**src/hdl/bae_pkg.sv**
```systemverilog
// ----------------------------------------------------------------------------
// bae_pkg
// Shared types, constants and checksum helpers of the Bech32 address encoder.
// ----------------------------------------------------------------------------
package bae_pkg;

   // Widest prefix the encoder handles
   localparam logic [3:0] HRP_MAX_CHARS = 4'd8;

   // Register indexes of the configuration port
   localparam logic [0:0] CSR_IDX_HRP_CHARS = 1'b0;
   localparam logic [0:0] CSR_IDX_HRP_LEN   = 1'b1;

   // Register reset values
   localparam logic [63:0] HRP_CHARS_RESET = 64'h0000_0000_0062_6b63;
   localparam logic [3:0]  HRP_LEN_RESET   = 4'd3;

   // Checksum start value and separator character
   localparam logic [29:0] CHECK_INIT = 30'd1;
   localparam logic [6:0]  SEP_CHAR   = 7'h31;

   // BCH generator constants of the polymod checksum
   localparam logic [29:0] GEN_POLY [5] = '{
      30'h3b6a57b2, 30'h26508e6d, 30'h1ea119fa, 30'h3d4233dd, 30'h2a1462b3
   };

   // Symbol alphabet, symbol 0 in the top byte
   localparam logic [255:0] CHARSET = "qpzry9x8gf2tvdw0s3jn54khce6mua7l";

   // Input transaction payload
   typedef struct packed {
      logic [7:0] data_byte;
      logic       last_byte;
   } bae_req_type;

   // Result transaction payload
   typedef struct packed {
      logic [6:0] ch;
      logic       last_char;
   } bae_rsp_type;

   // Work queue entry between front and back
   typedef struct packed {
      logic [7:0] data_byte;
      logic       last_byte;
      logic       first_byte;
   } bae_entry_type;

   // One polymod step: shift in a 5-bit symbol
   function automatic logic [29:0] bch_fold(input logic [29:0] chk, input logic [4:0] v);
      logic [29:0] r;
      r = {chk[24:0], 5'b00000} ^ {25'd0, v};
      for (int j = 0; j < 5; j++) begin
         if (chk[25 + j]) begin
            r = r ^ GEN_POLY[j];
         end
      end
      return r;
   endfunction

   // Symbol to ASCII character
   function automatic logic [6:0] sym_char(input logic [4:0] s);
      logic [7:0] c;
      c = CHARSET[{~s, 3'b000} +: 8];
      return c[6:0];
   endfunction

endpackage

```
**src/hdl/bech32_address_encoder_unit.sv**
```systemverilog
// ----------------------------------------------------------------------------
// bech32_address_encoder_unit
// Streaming Bech32 address encoder: payload bytes in, ASCII characters out.
// ----------------------------------------------------------------------------
// Push payload bytes in order, last_byte set on the final one; pop ASCII
// characters, last_char set on the final checksum character. Within an
// address each byte completes one or two 5-bit symbols, 1.6 on average,
// each folded by the single checksum fold unit in the back-end sequencer,
// which emits at most one character per cycle, waiting while the result
// queue is full. The first byte is taken from the byte queue, then come
// the prefix, separator and prefix expansion. The last byte is followed by
// the pad symbol (when one is needed), six zero folds and six checksum
// characters. A byte queue in front and a result queue at the output let
// both sides stall independently. Configuration writes are always ready
// and are meant for when no address is in progress.
module bech32_address_encoder_unit #(
   parameter int REQ_DEPTH = 4,
   parameter int RSP_DEPTH = 2
) (
   input  logic                 clock,
   input  logic                 reset,
   input  logic                 req_push,
   output logic                 req_full,
   input  bae_pkg::bae_req_type req_data,
   output logic                 rsp_empty,
   input  logic                 rsp_pop,
   output bae_pkg::bae_rsp_type rsp_data,
   input  logic                 csr_valid,
   output logic                 csr_ready,
   input  logic [0:0]           csr_index,
   input  logic [63:0]          csr_wdata
);
   import bae_pkg::*;

   localparam int RSP_W = $bits(bae_rsp_type);

   logic [63:0]   hrp_chars_ff, hrp_chars_in;
   logic [3:0]    hrp_len_ff, hrp_len_in;
   logic          q_valid;
   bae_entry_type q_entry;
   logic          q_pop;
   logic          rsp_push;
   bae_rsp_type   rsp_in;
   logic          rsp_full;
   logic [RSP_W-1:0] rsp_bits;

   // configuration registers
   assign csr_ready = 1'b1;

   always_comb begin
      hrp_chars_in = hrp_chars_ff;
      hrp_len_in   = hrp_len_ff;
      if (csr_valid && csr_ready) begin
         unique case (csr_index)
            CSR_IDX_HRP_CHARS: hrp_chars_in = csr_wdata;
            CSR_IDX_HRP_LEN:   hrp_len_in   = csr_wdata[3:0];
            default:           hrp_len_in   = hrp_len_ff;
         endcase
      end
   end

   always_ff @(posedge clock) begin
      if (reset) begin
         hrp_chars_ff <= HRP_CHARS_RESET;
         hrp_len_ff   <= HRP_LEN_RESET;
      end else begin
         hrp_chars_ff <= hrp_chars_in;
         hrp_len_ff   <= hrp_len_in;
      end
   end

   // front end: accept and tag bytes
   bae_front #(
      .DEPTH (REQ_DEPTH)
   ) u_front (
      .clock    (clock),
      .reset    (reset),
      .req_push (req_push),
      .req_full (req_full),
      .req_data (req_data),
      .q_valid  (q_valid),
      .q_entry  (q_entry),
      .q_pop    (q_pop)
   );

   // back end: character sequencer and checksum
   bae_back u_back (
      .clock     (clock),
      .reset     (reset),
      .hrp_chars (hrp_chars_ff),
      .hrp_len   (hrp_len_ff),
      .q_valid   (q_valid),
      .q_entry   (q_entry),
      .q_pop     (q_pop),
      .out_valid (rsp_push),
      .out_data  (rsp_in),
      .out_ready (!rsp_full)
   );

   // result queue
   bae_fifo #(
      .WIDTH (RSP_W),
      .DEPTH (RSP_DEPTH)
   ) u_rsp_q (
      .clock   (clock),
      .reset   (reset),
      .push    (rsp_push),
      .wr_data (rsp_in),
      .full    (rsp_full),
      .pop     (rsp_pop),
      .rd_data (rsp_bits),
      .empty   (rsp_empty)
   );

   assign rsp_data = bae_rsp_type'(rsp_bits);

`ifndef SYNTHESIS
   // result queue comes out of reset empty
   a_rsp_empty_after_reset: assert property (@(posedge clock)
      reset |=> rsp_empty)
      else $error("result queue not empty after reset");

   // an accepted byte is visible to the back end next cycle
   a_req_reaches_queue: assert property (@(posedge clock) disable iff (reset)
      (req_push && !req_full) |=> q_valid)
      else $error("accepted byte missing from work queue");

   // the back end never loses a character into a full result queue
   a_no_rsp_overflow: assert property (@(posedge clock) disable iff (reset)
      (rsp_push && rsp_full) |-> !q_pop)
      else $error("byte consumed while result queue full");
`endif

endmodule

```
**src/hdl/bae_fifo.sv**
```systemverilog
// ----------------------------------------------------------------------------
// bae_fifo
// Small register-based queue with push/pop and full/empty flags.
// ----------------------------------------------------------------------------
module bae_fifo #(
   parameter int WIDTH = 8,
   parameter int DEPTH = 2
) (
   input  logic             clock,
   input  logic             reset,
   input  logic             push,
   input  logic [WIDTH-1:0] wr_data,
   output logic             full,
   input  logic             pop,
   output logic [WIDTH-1:0] rd_data,
   output logic             empty
);

   localparam int PTR_W = (DEPTH > 1) ? $clog2(DEPTH) : 1;
   localparam int CNT_W = $clog2(DEPTH + 1);
   localparam logic [CNT_W-1:0] CNT_FULL = CNT_W'(DEPTH);
   localparam logic [PTR_W-1:0] PTR_LAST = PTR_W'(DEPTH - 1);

   logic [WIDTH-1:0] mem_ff [DEPTH];
   logic [PTR_W-1:0] wr_ptr_ff, wr_ptr_in;
   logic [PTR_W-1:0] rd_ptr_ff, rd_ptr_in;
   logic [CNT_W-1:0] count_ff, count_in;
   logic             do_push;
   logic             do_pop;

   assign full    = (count_ff == CNT_FULL);
   assign empty   = (count_ff == '0);
   assign do_push = push && !full;
   assign do_pop  = pop && !empty;
   assign rd_data = mem_ff[rd_ptr_ff];

   // pointer and fill count update
   always_comb begin
      wr_ptr_in = wr_ptr_ff;
      rd_ptr_in = rd_ptr_ff;
      count_in  = count_ff;
      if (do_push) begin
         wr_ptr_in = (wr_ptr_ff == PTR_LAST) ? '0 : wr_ptr_ff + 1'b1;
      end
      if (do_pop) begin
         rd_ptr_in = (rd_ptr_ff == PTR_LAST) ? '0 : rd_ptr_ff + 1'b1;
      end
      if (do_push && !do_pop) begin
         count_in = count_ff + 1'b1;
      end else if (do_pop && !do_push) begin
         count_in = count_ff - 1'b1;
      end
   end

   always_ff @(posedge clock) begin
      if (reset) begin
         wr_ptr_ff <= '0;
         rd_ptr_ff <= '0;
         count_ff  <= '0;
      end else begin
         wr_ptr_ff <= wr_ptr_in;
         rd_ptr_ff <= rd_ptr_in;
         count_ff  <= count_in;
      end
   end

   // storage, no reset needed
   always_ff @(posedge clock) begin
      if (do_push) begin
         mem_ff[wr_ptr_ff] <= wr_data;
      end
   end

endmodule

```
**src/hdl/bae_front.sv**
```systemverilog
// ----------------------------------------------------------------------------
// bae_front
// Accepts payload byte transactions, tags the first byte of each address and
// queues them for the back end.
// ----------------------------------------------------------------------------
module bae_front #(
   parameter int DEPTH = 4
) (
   input  logic                  clock,
   input  logic                  reset,
   input  logic                  req_push,
   output logic                  req_full,
   input  bae_pkg::bae_req_type  req_data,
   output logic                  q_valid,
   output bae_pkg::bae_entry_type q_entry,
   input  logic                  q_pop
);
   import bae_pkg::*;

   localparam int ENTRY_W = $bits(bae_entry_type);

   logic          at_start_ff, at_start_in;
   logic          accept;
   logic          q_empty;
   bae_entry_type wr_entry;
   logic [ENTRY_W-1:0] rd_bits;

   assign accept = req_push && !req_full;

   // classify: the byte after an address end opens a new address
   assign wr_entry.data_byte  = req_data.data_byte;
   assign wr_entry.last_byte  = req_data.last_byte;
   assign wr_entry.first_byte = at_start_ff;

   always_comb begin
      at_start_in = at_start_ff;
      if (accept) begin
         at_start_in = req_data.last_byte;
      end
   end

   always_ff @(posedge clock) begin
      if (reset) begin
         at_start_ff <= 1'b1;
      end else begin
         at_start_ff <= at_start_in;
      end
   end

   // work queue toward the back end
   bae_fifo #(
      .WIDTH (ENTRY_W),
      .DEPTH (DEPTH)
   ) u_work_q (
      .clock   (clock),
      .reset   (reset),
      .push    (req_push),
      .wr_data (wr_entry),
      .full    (req_full),
      .pop     (q_pop),
      .rd_data (rd_bits),
      .empty   (q_empty)
   );

   assign q_valid = !q_empty;
   assign q_entry = bae_entry_type'(rd_bits);

endmodule

```
**src/hdl/bae_back.sv**
```systemverilog
// ----------------------------------------------------------------------------
// bae_back
// Sequencer that emits prefix, data symbols and checksum characters while
// running the polymod checksum, at most one fold per cycle.
// ----------------------------------------------------------------------------
module bae_back (
   input  logic                   clock,
   input  logic                   reset,
   input  logic [63:0]            hrp_chars,
   input  logic [3:0]             hrp_len,
   input  logic                   q_valid,
   input  bae_pkg::bae_entry_type q_entry,
   output logic                   q_pop,
   output logic                   out_valid,
   output bae_pkg::bae_rsp_type   out_data,
   input  logic                   out_ready
);
   import bae_pkg::*;

   localparam logic [3:0] SYM_BITS     = 4'd5;
   localparam logic [3:0] BYTE_BITS    = 4'd8;
   localparam logic [3:0] CHK_LAST_IDX = 4'd5;

   typedef enum logic [2:0] {
      ST_IDLE,
      ST_HRP,
      ST_SEP,
      ST_HRP_LO,
      ST_DATA,
      ST_ZERO,
      ST_CHK
   } state_type;

   state_type   state_ff, state_in;
   logic [3:0]  idx_ff, idx_in;
   logic [29:0] check_ff, check_in;
   logic [11:0] acc_ff, acc_in;
   logic [3:0]  cnt_ff, cnt_in;
   logic        last_ff, last_in;
   logic [3:0]  len_ff, len_in;

   logic [3:0]  sat_len;
   logic [7:0]  hrp_byte;
   logic        load;
   logic [11:0] eff_acc;
   logic [3:0]  eff_cnt;
   logic [3:0]  sym_shift;
   logic [11:0] sym_bits;
   logic [4:0]  sym;
   logic [8:0]  pad_bits;
   logic [4:0]  pad_sym;
   logic        sym_ready;
   logic [4:0]  fold_v;
   logic [29:0] check_fold;
   logic [3:0]  idx_next;

   assign sat_len  = (hrp_len > HRP_MAX_CHARS) ? HRP_MAX_CHARS : hrp_len;
   assign hrp_byte = hrp_chars[{idx_ff[2:0], 3'b000} +: 8];
   assign idx_next = idx_ff + 1'b1;

   // data path: merge the next byte once fewer than five bits are left
   assign load      = (state_ff == ST_DATA) && (cnt_ff < SYM_BITS) && !last_ff && q_valid;
   assign eff_acc   = load ? {acc_ff[3:0], q_entry.data_byte} : acc_ff;
   assign eff_cnt   = load ? cnt_ff + BYTE_BITS : cnt_ff;
   assign sym_ready = (eff_cnt >= SYM_BITS);
   assign sym_shift = eff_cnt - SYM_BITS;
   assign sym_bits  = eff_acc >> sym_shift[2:0];
   assign sym       = sym_bits[4:0];
   assign pad_bits  = {acc_ff[3:0], 5'b00000} >> cnt_ff;
   assign pad_sym   = pad_bits[4:0];

   // operand of the shared fold unit
   always_comb begin
      case (state_ff)
         ST_HRP:    fold_v = {2'b00, hrp_byte[7:5]};
         ST_HRP_LO: fold_v = hrp_byte[4:0];
         ST_DATA:   fold_v = sym_ready ? sym : pad_sym;
         default:   fold_v = 5'd0;
      endcase
   end

   assign check_fold = bch_fold(check_ff, fold_v);

   // sequencer next state
   always_comb begin
      state_in  = state_ff;
      idx_in    = idx_ff;
      check_in  = check_ff;
      acc_in    = acc_ff;
      cnt_in    = cnt_ff;
      last_in   = last_ff;
      len_in    = len_ff;
      q_pop     = 1'b0;
      out_valid = 1'b0;
      out_data  = '0;
      unique case (state_ff)
         ST_IDLE: begin
            if (q_valid) begin
               q_pop   = 1'b1;
               acc_in  = {4'd0, q_entry.data_byte};
               cnt_in  = BYTE_BITS;
               last_in = q_entry.last_byte;
               idx_in  = '0;
               if (q_entry.first_byte) begin
                  check_in = CHECK_INIT;
                  len_in   = sat_len;
                  state_in = (sat_len == '0) ? ST_SEP : ST_HRP;
               end else begin
                  state_in = ST_DATA;
               end
            end
         end
         // prefix characters, folding their high bits
         ST_HRP: begin
            out_valid   = 1'b1;
            out_data.ch = hrp_byte[6:0];
            if (out_ready) begin
               check_in = check_fold;
               idx_in   = idx_next;
               if (idx_next == len_ff) begin
                  state_in = ST_SEP;
               end
            end
         end
         // separator, folding the zero between the halves
         ST_SEP: begin
            out_valid   = 1'b1;
            out_data.ch = SEP_CHAR;
            if (out_ready) begin
               check_in = check_fold;
               idx_in   = '0;
               state_in = (len_ff == '0) ? ST_DATA : ST_HRP_LO;
            end
         end
         // fold low bits of the prefix, no output
         ST_HRP_LO: begin
            check_in = check_fold;
            idx_in   = idx_next;
            if (idx_next == len_ff) begin
               state_in = ST_DATA;
            end
         end
         ST_DATA: begin
            if (sym_ready) begin
               out_valid   = 1'b1;
               out_data.ch = sym_char(sym);
               if (out_ready) begin
                  check_in = check_fold;
                  cnt_in   = sym_shift;
                  acc_in   = eff_acc;
                  if (load) begin
                     q_pop   = 1'b1;
                     last_in = q_entry.last_byte;
                  end
               end
            end else if (last_ff) begin
               if (cnt_ff != '0) begin
                  out_valid   = 1'b1;
                  out_data.ch = sym_char(pad_sym);
                  if (out_ready) begin
                     check_in = check_fold;
                     cnt_in   = '0;
                     idx_in   = '0;
                     state_in = ST_ZERO;
                  end
               end else begin
                  idx_in   = '0;
                  state_in = ST_ZERO;
               end
            end
         end
         // six zero folds, then the final xor
         ST_ZERO: begin
            idx_in = idx_next;
            if (idx_ff == CHK_LAST_IDX) begin
               check_in = check_fold ^ CHECK_INIT;
               idx_in   = '0;
               state_in = ST_CHK;
            end else begin
               check_in = check_fold;
            end
         end
         // checksum characters, top symbol first
         ST_CHK: begin
            out_valid          = 1'b1;
            out_data.ch        = sym_char(check_ff[29:25]);
            out_data.last_char = (idx_ff == CHK_LAST_IDX);
            if (out_ready) begin
               check_in = {check_ff[24:0], 5'b00000};
               idx_in   = idx_next;
               if (idx_ff == CHK_LAST_IDX) begin
                  cnt_in   = '0;
                  last_in  = 1'b0;
                  idx_in   = '0;
                  state_in = ST_IDLE;
               end
            end
         end
         default: begin
            state_in = ST_IDLE;
         end
      endcase
   end

   always_ff @(posedge clock) begin
      if (reset) begin
         state_ff <= ST_IDLE;
         idx_ff   <= '0;
         check_ff <= CHECK_INIT;
         acc_ff   <= '0;
         cnt_ff   <= '0;
         last_ff  <= 1'b0;
         len_ff   <= '0;
      end else begin
         state_ff <= state_in;
         idx_ff   <= idx_in;
         check_ff <= check_in;
         acc_ff   <= acc_in;
         cnt_ff   <= cnt_in;
         last_ff  <= last_in;
         len_ff   <= len_in;
      end
   end

endmodule

```
**config.mk**
```make
export PLATFORM = sky130hd
export DESIGN_NAME = bech32_address_encoder_unit
export DESIGN_NICKNAME = d
export VERILOG_FILES = /design/src/hdl/bae_pkg.sv /design/src/hdl/bech32_address_encoder_unit.sv /design/src/hdl/bae_fifo.sv /design/src/hdl/bae_front.sv /design/src/hdl/bae_back.sv
export SDC_FILE = /design/constraint.sdc
export NUM_CORES = 1
export LEC_CHECK = 0
export ABC_AREA = 1
export BUFFER_PORTS_ARGS = -buffer_cell sky130_fd_sc_hd__buf_2
export CORE_ASPECT_RATIO = 2
export CORE_MARGIN = 5
export CORE_UTILIZATION = 36
export DETAILED_ROUTE_END_ITERATION = 16
export GPL_ROUTABILITY_DRIVEN = 0
export PLACE_DENSITY = 0.65
export REMOVE_ABC_BUFFERS = 1
export SLEW_MARGIN = 20
export SYNTH_ARGS = -nofsm -noshare
export SYNTH_HDL_FRONTEND = slang
export SYNTH_SLANG_ARGS = --single-unit
```
**constraint.sdc**
```tcl
create_clock -name clock -period 3.4 [get_ports clock]
set_input_delay 0.34 -clock clock [delete_from_list [all_inputs] [get_ports clock]]
set_output_delay 0.34 -clock clock [all_outputs]
set_load 0.01 [all_outputs]
```
==> impl_metrics.yaml, run 1 <==
detailed_routing:
  vias: 10200
  wl_per_cell_um: 16.2
  first_pass_iters: 6
  met1Wirelength_um: 11400
  drt_iter0_drc: 681
  drc_errors: 0
  drtAntennaViolNets: 0
  drt-total-wl_um: 30900
  wl_met3_um: 945
  routed.top_layer: "met4"
  dr_wl_met2_um: 16500
  viasPerCell: 5.31
floorplan:
  fp.dieArea_mm2: 0.0337
  ios: 90
  die_w_um: 132
  core-area_mm2: 0.0295
  fp-row-count: 89
  start_util_pct: 36.5
  die_h_um: 255
job:
  maxCapViolations: 0
sta:
  setup_viol_count_final: 0
  min_period_ns: 3.02
  hold_ws_ns: 0.106
  min_period_over_period_pct: 89.0
  finalMaxSlewViolations: 0
  worstMarginPinSlew_ns: 1.01
  grt_setup_unrepaired: "no"
  hold_violations: 0
  finClkSkew_ns: 0.0119
  fmax_ghz: 0.331
  relSlewSlack_pct: 32.1
worst_setup_path:
  start_kind: "register"
  worstSetupPathType: "register to register"
  arrival_ns: 3.21
  worstPathRequired_ns: 3.58
  path_max_fanout: 17
  end_kind: "register"
clock_tree:
  clk_latency_ns: 0.46
  numCtsBuffers: 17
  cts_hold_buf: 0
  cts_tree: "yes"
  path_clk_slew_ns: 0.07
  cts_resized: 0
  cts.sink_count: 197
  postCtsSetupRepairBufs: 0
  cts.htree.levels: 4
  clockBufferDepth: 2
  root_buffer: "clkbuf_16"
power_and_ir_drop:
  p_leak_nw: 5.21
  ir_drop_mv: 0.431
  power.total_mw: 10.7
  powerDensity_mw_per_mm2: 879
layout:
  area_growth_pct: 13.1
  final_layout_size_suffix_gt1_share_pct: 13.7
  regArea_mm2: 0.00450
  multi_input_area_mm2: 0.00552
  nets: 1626
  final_common_cell: "nand2_1"
  layout_common_cells: "nand2_1, nor2_1, o21ai_0"
  n_fill_cell: 2998
  num_antenna_cells: 0
synth:
  async_flop_share_pct: 0
  synth_area_mm2: 0.0108
  ys_ff_latch: 197
  synth.avg_cell_area_um2: 7.31
  synth.yosys.warnings: 0
  ys_seq_area_share_pct: 41.8
  synthTopCellsByArea: "dfxtp_1, edfxtp_1, nand2_1, nor2_1, o21ai_0"
  synth_edf_count: 56
  yosysTopAreaCell: "dfxtp_1"
  synth_top_cell_area_share_pct: 26.2
  synthDistinctLibCells: 52
  yosys_most_used_dff: "dfxtp_1"
  netlist_instances: 1472
global_route:
  grt_pass1_wl_um: 49100
  overflow: 0
  antenna_found_initial: 0
  grt_max_degree: 70
  grt_usage_pct: 18.0
  grt_pass1_vias: 9697
placement:
  dp_hpwl_um: 22600
  portBuffers: 88
status:
  status: "finished clean"
worst_hold_path:
  hp-class: "primary input to register"
-- sequential cells by signal (all words and copies together) (netlist names), 3 cells and up, named ones only --
name                       count
u_back.idx_ff                  4
u_back.len_ff                  4
hrp_chars_ff                  64
u_front.u_work_q.mem_ff       40
u_back.acc_ff                 12
u_back.cnt_ff                  4
u_rsp_q.mem_ff                16
u_front.u_work_q.count_ff      3
u_back.state_ff                3
u_back.check_ff               30
hrp_len_ff                     4
-- per-stage QoR --
step           instances  util (%)  instance area, µm²  TNS, ns  worst slack (ns)
2_1_floorplan       1398         -               10400   -39.30            -0.781
3_3_place_gp        1880      39.2               11600        0             0.570
3_5_place_dp        1880      39.2               11600        0             0.445
4_1_cts             1912      41.2               12200        0             0.423
5_1_grt             1912      41.2               12200        0            0.0825
6_report            1912      41.2               12200        0             0.375
-- layout make-up --
class | count | share of cell area, %
clock inverter | 15 | 1.39
multi-input combinational | 1085 | 45.3
tap | 364 | 3.74
clock buffer | 17 | 3.50
inverter | 116 | 3.59
sequential | 197 | 37.0
timing repair buffer | 118 | 5.47
-- cell families after synthesis --
| family | share of synthesized area (%) |
|---|---|
| adder cells (fa/ha/maj) | 1.46 |
| buffers and inverters | 7.01 |
| flip-flops | 41.8 |
| AO/OA/AOI/OAI | 17.7 |
| XOR/XNOR | 3.66 |
| AND/OR/NAND/NOR | 27.3 |
| other | 0.0348 |
| multiplexers | 0.930 |
-- layer usage --
metal	GRT usage (%)	vias up
met4	12.6	0
li1	-	5055
met2	33.3	278
met1	18.2	4707
met5	0	-
met3	2.86	114
-- cells in the mapped netlist, drive strengths merged, types with 2 or more instances --
| library cell | number |
|---|---|
| xnor2 | 19 |
| xor2 | 26 |
| o22ai | 22 |
| o221ai | 7 |
| nor2 | 243 |
| a211oi | 20 |
| clkbuf | 50 |
| inv | 112 |
| edfxtp | 56 |
| a311oi | 7 |
| buf | 24 |
| nand2 | 305 |
| a21oi | 86 |
| o21ai | 160 |
| o211a | 3 |
| nand3 | 112 |
| clkinv | 4 |
| mux2 | 8 |
| nor4 | 2 |
| o211ai | 4 |
| nor3 | 9 |
| nand4 | 7 |
| a22oi | 5 |
| ha | 11 |
| dfxtp | 141 |
| or2 | 3 |
| a221oi | 7 |
| a31oi | 9 |
-- power by group --
| group | internal, mW | total [mW] | switching [mW] |
|---|---|---|---|
| combinational | 1.78 | 5.41 | 3.63 |
| clock | 1.10 | 2.07 | 0.972 |
| sequential | 2.89 | 3.21 | 0.318 |
| total | 5.78 | 10.7 | 4.92 |
-- critical path, stage by stage, from the launching register on --
cell	delay, ns
dfxtp_1	0.42
inv_1	0.13
ha_1	0.19
inv_1	0.09
nand2_1	0.07
nand2_1	0.13
nor2_4	0.08
nand2_4	0.12
buf_4	0.25
nand2_1	0.14
nand3_1	0.15
nand3_1	0.15
nand3_2	0.13
nand2_2	0.12
nor2_2	0.15
nand2_1	0.09
nand3_1	0.10
nand2_1	0.06
nand2_1	0.06
nand3b_1	0.10
-- final timing paths --
path                                 start                        endpoint  slack [ns]  depth (start not counted)
max          u_back.cnt_ff[1]$_SDFFE_PP0P_  u_rsp_q.mem_ff[1][1]$_DFFE_PP_        0.38                         19
min                           csr_wdata[7]    hrp_chars_ff[7]$_SDFFE_PP0P_        0.11                          3
max reg2reg  u_back.cnt_ff[1]$_SDFFE_PP0P_  u_rsp_q.mem_ff[1][1]$_DFFE_PP_        0.38                         19
min reg2reg  hrp_chars_ff[31]$_SDFFE_PP0P_   hrp_chars_ff[31]$_SDFFE_PP0P_        0.45                          2
No activity file was read; power rests on OpenSTA's default activity.
==> run 2, diff against run 1 <==
- RECOVER_POWER: unset -> 25
- clock period: 3.4 -> 3.8 ns (I/O delays scaled with it)
==> run 2 against run 1 <==
Combinational power fell by 12%. Worst hold slack improved by 0.034 ns. Die area did not move. Sequential cell count did not move. Register-to-register slack improved by 0.32 ns. Final area fell by 0.86%. Critical path depth fell by 12. Power fell by 11%. Cell count fell by 0.58%. Via count fell by 0.59%. Sequential power fell by 9.7%. Largest cell class unchanged.
==> impl_metrics.yaml, run 2 (synthesized netlist as in run 1, its figures left out) <==
status:
  status: "finished clean"
clock_tree:
  numCtsBuffers: 17
  cts_tree: "yes"
  cts_resized: 0
  cts_hold_buf: 0
  clockBufferDepth: 2
  cts.htree.levels: 4
  cts.sink_count: 197
  postCtsSetupRepairBufs: 0
  path_clk_slew_ns: 0.07
  clk_latency_ns: 0.46
  root_buffer: "clkbuf_16"
floorplan:
  die_h_um: 255
  ios: 90
  fp-row-count: 89
  start_util_pct: 36.5
  die_w_um: 132
  core-area_mm2: 0.0295
  fp.dieArea_mm2: 0.0337
power_and_ir_drop:
  combinationalPowerShare_pct: 50.1
  p_leak_nw: 5.13
  power.total_mw: 9.52
  p_sw_share_pct: 45.5
  ir_drop_mv: 0.399
  power_frac_seq_pct: 30.4
  p_int_mw: 5.19
  clkPwrFrac_pct: 19.5
  powerDensity_mw_per_mm2: 789
  switchingPower_mw: 4.34
worst_setup_path:
  reg2reg_slack_ns: 0.70
  arrival_ns: 3.27
  worstPathRequired_ns: 3.97
  max_stage_delay_ns: 0.80
  r2r_end: "u_rsp_q.mem_ff[0][4]$_DFFE_PP_"
  timing.rr.start: "u_back.idx_ff[1]$_SDFFE_PP0P_"
  worstSetupPathType: "register to register"
  end_kind: "register"
  crit_path_frequent_cell: "o21ai_0"
  path_max_fanout: 21
  crit_chain: "inv_1 > o21ai_0 > o22ai_1 > o21ai_0 > nor2_1 > a311oi_1 > nand2_1"
  rr_worst_depth: 7
  crit_slowest_cell: "dfxtp_1"
  start_kind: "register"
detailed_routing:
  first_pass_iters: 7
  wl_per_cell_um: 16.2
  drc_errors: 0
  drtAntennaViolNets: 0
  drt_iter0_drc: 716
  drt-total-wl_um: 30700
  viasPerCell: 5.31
  vias: 10100
sta:
  setup_viol_count_final: 0
  hold_ws_ns: 0.140
  finClkSkew_ns: 0.0138
  min_period_ns: 3.10
  min_period_over_period_pct: 81.7
  finalMaxSlewViolations: 0
  tns_ns: 0
  fmax_ghz: 0.322
  hold_violations: 0
  grt_setup_unrepaired: "no"
  worstMarginPinSlew_ns: 1.39
  setup_slack_ns: 0.696
  relSlewSlack_pct: 7.42
placement:
  portBuffers: 88
  dp_worst_setup_slack_ns: 0.732
  dp.cells: 1869
  placed_area_mm2: 0.0115
  dp_hpwl_um: 22500
layout:
  final_area_mm2: 0.0121
  utilization_pct: 40.9
  area_growth_pct: 12.1
  final_layout_size_suffix_gt1_share_pct: 12.2
  reg_top3: "hrp_chars_ff (64), u_front.u_work_q.mem_ff (40), u_back.check_ff (30)"
  final_common_cell: "nand2_1"
  nets: 1615
  layout_common_cells: "nand2_1, nor2_1, o21ai_0"
  num_antenna_cells: 0
  largest_register_ffs: 64
  top_register: "hrp_chars_ff"
  finalNonFillerCells: 1901
global_route:
  antenna_found_initial: 0
  grt_pass1_vias: 9717
  grt_max_degree: 60
  grt_pass1_wl_um: 48500
  grt_usage_pct: 17.8
  overflow: 0
worst_hold_path:
  min-delay-start: "csr_wdata[5]"
  min_to: "hrp_chars_ff[5]$_SDFFE_PP1P_"
  hp-class: "primary input to register"
  whs_path_depth: 3
job:
  maxCapViolations: 0
[run 2: changes by cell type in the layout (fill, tap and decap cells not counted), sizes merged]
| cell | before | now |
|---|---|---|
| clkinvlp | 2 | 1 |
| buf | 118 | 96 |
| clkbuf | 17 | 31 |
| inv | 119 | 116 |
| bufinv | 2 | 3 |
[run 2: cell type report]
| cell class | count | area (µm²) |
|---|---|---|
| clock buffer | 20 | 437 |
| clock inverter | 12 | 155 |
| fill | 3011 | 17400 |
| inverter | 116 | 435 |
| multi-input combinational | 1085 | 5520 |
| sequential | 197 | 4500 |
| tap | 364 | 455 |
| timing repair buffer | 107 | 564 |
[run 2: power groups by stage]
stage	combinational, mW	clock (mW)	sequential (mW)
4_1_cts	4.74	1.88	2.89
3_3_place_gp	4.64	0	2.92
3_5_place_dp	4.72	0	2.93
5_1_grt	5.34	1.97	2.94
6_report	4.77	1.85	2.90
2_1_floorplan	3.43	0	2.91
[run 2: routing by layer]
layer	vias up	routed length, µm	GRT usage, %
met4	0	1840	12.1
met2	276	16700	33.7
met5	-	0	0
li1	5038	-	-
met3	95	1130	2.88
met1	4685	11100	17.5
[run 2: worst max path at each step]
| stage | end | slack, ns | start | cells after the start |
|---|---|---|---|---|
| global route | u_rsp_q.mem_ff[1][1]$_DFFE_PP_ | 0.42 | u_back.cnt_ff[1]$_SDFFE_PP0P_ | 14 |
| floorplan | hrp_chars_ff[15]$_SDFFE_PP0P_ | -0.42 | csr_valid | 5 |
| detailed placement | u_rsp_q.mem_ff[1][0]$_DFFE_PP_ | 0.73 | u_back.cnt_ff[1]$_SDFFE_PP0P_ | 14 |
| global placement | u_rsp_q.mem_ff[1][0]$_DFFE_PP_ | 0.78 | u_back.cnt_ff[1]$_SDFFE_PP0P_ | 14 |
| finish | u_rsp_q.mem_ff[0][4]$_DFFE_PP_ | 0.70 | u_back.idx_ff[1]$_SDFFE_PP0P_ | 7 |
| CTS | u_rsp_q.mem_ff[1][5]$_DFFE_PP_ | 0.70 | u_back.cnt_ff[1]$_SDFFE_PP0P_ | 14 |
[run 2: worst max-delay path, delay by kind of cell (launching register included)]
family	cells	cell delay [ns]
simple gates	2	0.25
buf+inv	1	0.46
flops	1	0.80
compound gates	4	1.29
==> run 3, diff against run 2 <==
- clock period: 3.8 -> 2.9 ns (I/O delays scaled with it)
==> run 3 against run 2 <==
Combinational power up 39%. Highest routed layer unchanged. Maximum frequency increased by 18%. Global-route usage is 0.29 points higher. Final area is 2.7% higher. Critical path depth rose by 13.
==> impl_metrics.yaml, run 3 (synthesized netlist as in run 1, its figures left out) <==
status:
  status: "finished clean"
worst_setup_path:
  end_kind: "register"
  start_kind: "register"
  path_buf_inv: 3
  max_stage_delay_ns: 0.36
  arrival_ns: 2.85
  path_depth: 20
  worstSetupPathType: "register to register"
  crit_family: "simple AND/OR/NAND/NOR gates"
  crit_path_frequent_cell: "nand2_1"
  crit_chain: "inv_2 > ha_1 > inv_1 > nand2_1 > nand2_2 > nor2_4 > nand2_8 > buf_4 > nand2_1 > o21ai_1 > nand2_1 > nand2_1 > nand2_1 > nand3_1 > nand2_2 > nand2_1 > nand3_1 > o21ai_1 > a21oi_1 > nand2_1"
  path_max_fanout: 16
  crit_slowest_cell: "dfxtp_2"
  worstPathRequired_ns: 3.11
  rr_worst_depth: 20
worst_hold_path:
  whs_path_depth: 3
  hp-class: "primary input to register"
detailed_routing:
  drc_errors: 0
  first_pass_iters: 7
  drtAntennaViolNets: 0
  drt-total-wl_um: 31200
  wl_per_cell_um: 16.1
  drt_iter0_drc: 657
  viasPerCell: 5.28
  vias: 10200
layout:
  num_antenna_cells: 0
  n_fill_cell: 2967
  top_register: "hrp_chars_ff"
  final_common_cell: "nand2_1"
  final_area_mm2: 0.0124
  largest_register_ffs: 64
  area_growth_pct: 15.2
  reg_top3: "hrp_chars_ff (64), u_front.u_work_q.mem_ff (40), u_back.check_ff (30)"
  nets: 1650
  layout_common_cells: "nand2_1, nor2_1, o21ai_0"
  final_layout_size_suffix_gt1_share_pct: 14.6
floorplan:
  ios: 90
  core-area_mm2: 0.0295
  die_w_um: 132
  fp.dieArea_mm2: 0.0337
  fp-row-count: 89
  die_h_um: 255
  start_util_pct: 36.5
placement:
  placed_area_mm2: 0.0117
  dp_hpwl_um: 23000
  portBuffers: 88
sta:
  worstMarginPinSlew_ns: 1.24
  fmax_ghz: 0.379
  min_period_ns: 2.64
  relSlewSlack_pct: 17.2
  min_period_over_period_pct: 91.0
  hold_ws_ns: 0.0510
  setup_viol_count_final: 0
  finClkSkew_ns: 0.0144
  hold_violations: 0
  finalMaxSlewViolations: 0
  grt_setup_unrepaired: "no"
clock_tree:
  clk_latency_ns: 0.46
  numCtsBuffers: 17
  root_buffer: "clkbuf_16"
  cts.htree.levels: 4
  cts_tree: "yes"
  clockBufferDepth: 2
  path_clk_slew_ns: 0.08
  cts.sink_count: 197
job:
  maxCapViolations: 0
global_route:
  grt_usage_pct: 18.1
  antenna_found_initial: 0
  overflow: 0
  grt_pass1_wl_um: 49200
  grt_pass1_vias: 9802
  grt_max_degree: 60
power_and_ir_drop:
  powerDensity_mw_per_mm2: 1040
  ir_drop_mv: 0.533
  p_leak_nw: 5.31
  power.total_mw: 12.9
==> run 3: cell types whose count changed in the layout (fill, tap and decap cells not counted), sizes merged <==
| cell | before | now |
|---|---|---|
| buf | 96 | 131 |
| clkinvlp | 1 | 0 |
| clkbuf | 31 | 32 |
==> run 3: cell type report <==
type	instances	area, µm²	share of cell area [%]
inverters	116	435	3.51
flip-flops and latches	197	4510	36.3
clock buffers	21	440	3.55
repair buffers	142	846	6.82
well taps	364	455	3.67
clock inverters	11	150	1.21
multi-input cells	1085	5570	44.9
==> run 3: path summary, 6_finish.rpt <==
path,from,endpoint,slack (ns)
worst min register to register,hrp_chars_ff[11]$_SDFFE_PP1P_,hrp_chars_ff[11]$_SDFFE_PP1P_,0.45
worst max register to register,u_back.cnt_ff[1]$_SDFFE_PP0P_,u_rsp_q.mem_ff[1][5]$_DFFE_PP_,0.26
worst min-delay path,csr_wdata[22],hrp_chars_ff[22]$_SDFFE_PP1P_,0.05
worst max-delay path,u_back.cnt_ff[1]$_SDFFE_PP0P_,u_rsp_q.mem_ff[1][5]$_DFFE_PP_,0.26
==> run 3: timing repair <==
action,4_1_cts,5_1_grt
pin swaps,0,5
hold buffers,0,0
gates resized for setup,1,14
setup buffers,0,4
setup endpoints to repair,1,32
==> run 3: where the power goes <==
group	total, mW	internal (mW)	switching (mW)
Combinational	6.65	2.30	4.36
Sequential	3.76	3.39	0.371
Clock	2.45	1.36	1.09
==> run 3: metal layers <==
| layer | global-route usage (%) | wire [µm] |
|---|---|---|
| met1 | 17.8 | 11200 |
| met2 | 33.9 | 17000 |
| met3 | 2.82 | 988 |
| met4 | 13.0 | 2020 |
| met5 | 0 | 0 |
==> run 3: stage by stage <==
step           setup TNS (ns)  setup slack [ns]  util (%)  std cells
2_1_floorplan          -72.23             -1.23         -       1398
3_3_place_gp                0            0.0588      39.8       1900
3_5_place_dp                0            0.0134      39.8       1900
4_1_cts                     0             0.117      41.8       1932
5_1_grt                     0          0.000756      42.0       1936
6_report                    0             0.261      42.0       1936
==> run 3: worst reg2reg max path: cells and delay by family (launching register included) <==
kind | cells | cell delay [ns]
compound gates | 3 | 0.28
simple gates | 13 | 1.27
fa+ha+maj | 1 | 0.14
buf+inv | 3 | 0.35
flops | 1 | 0.36
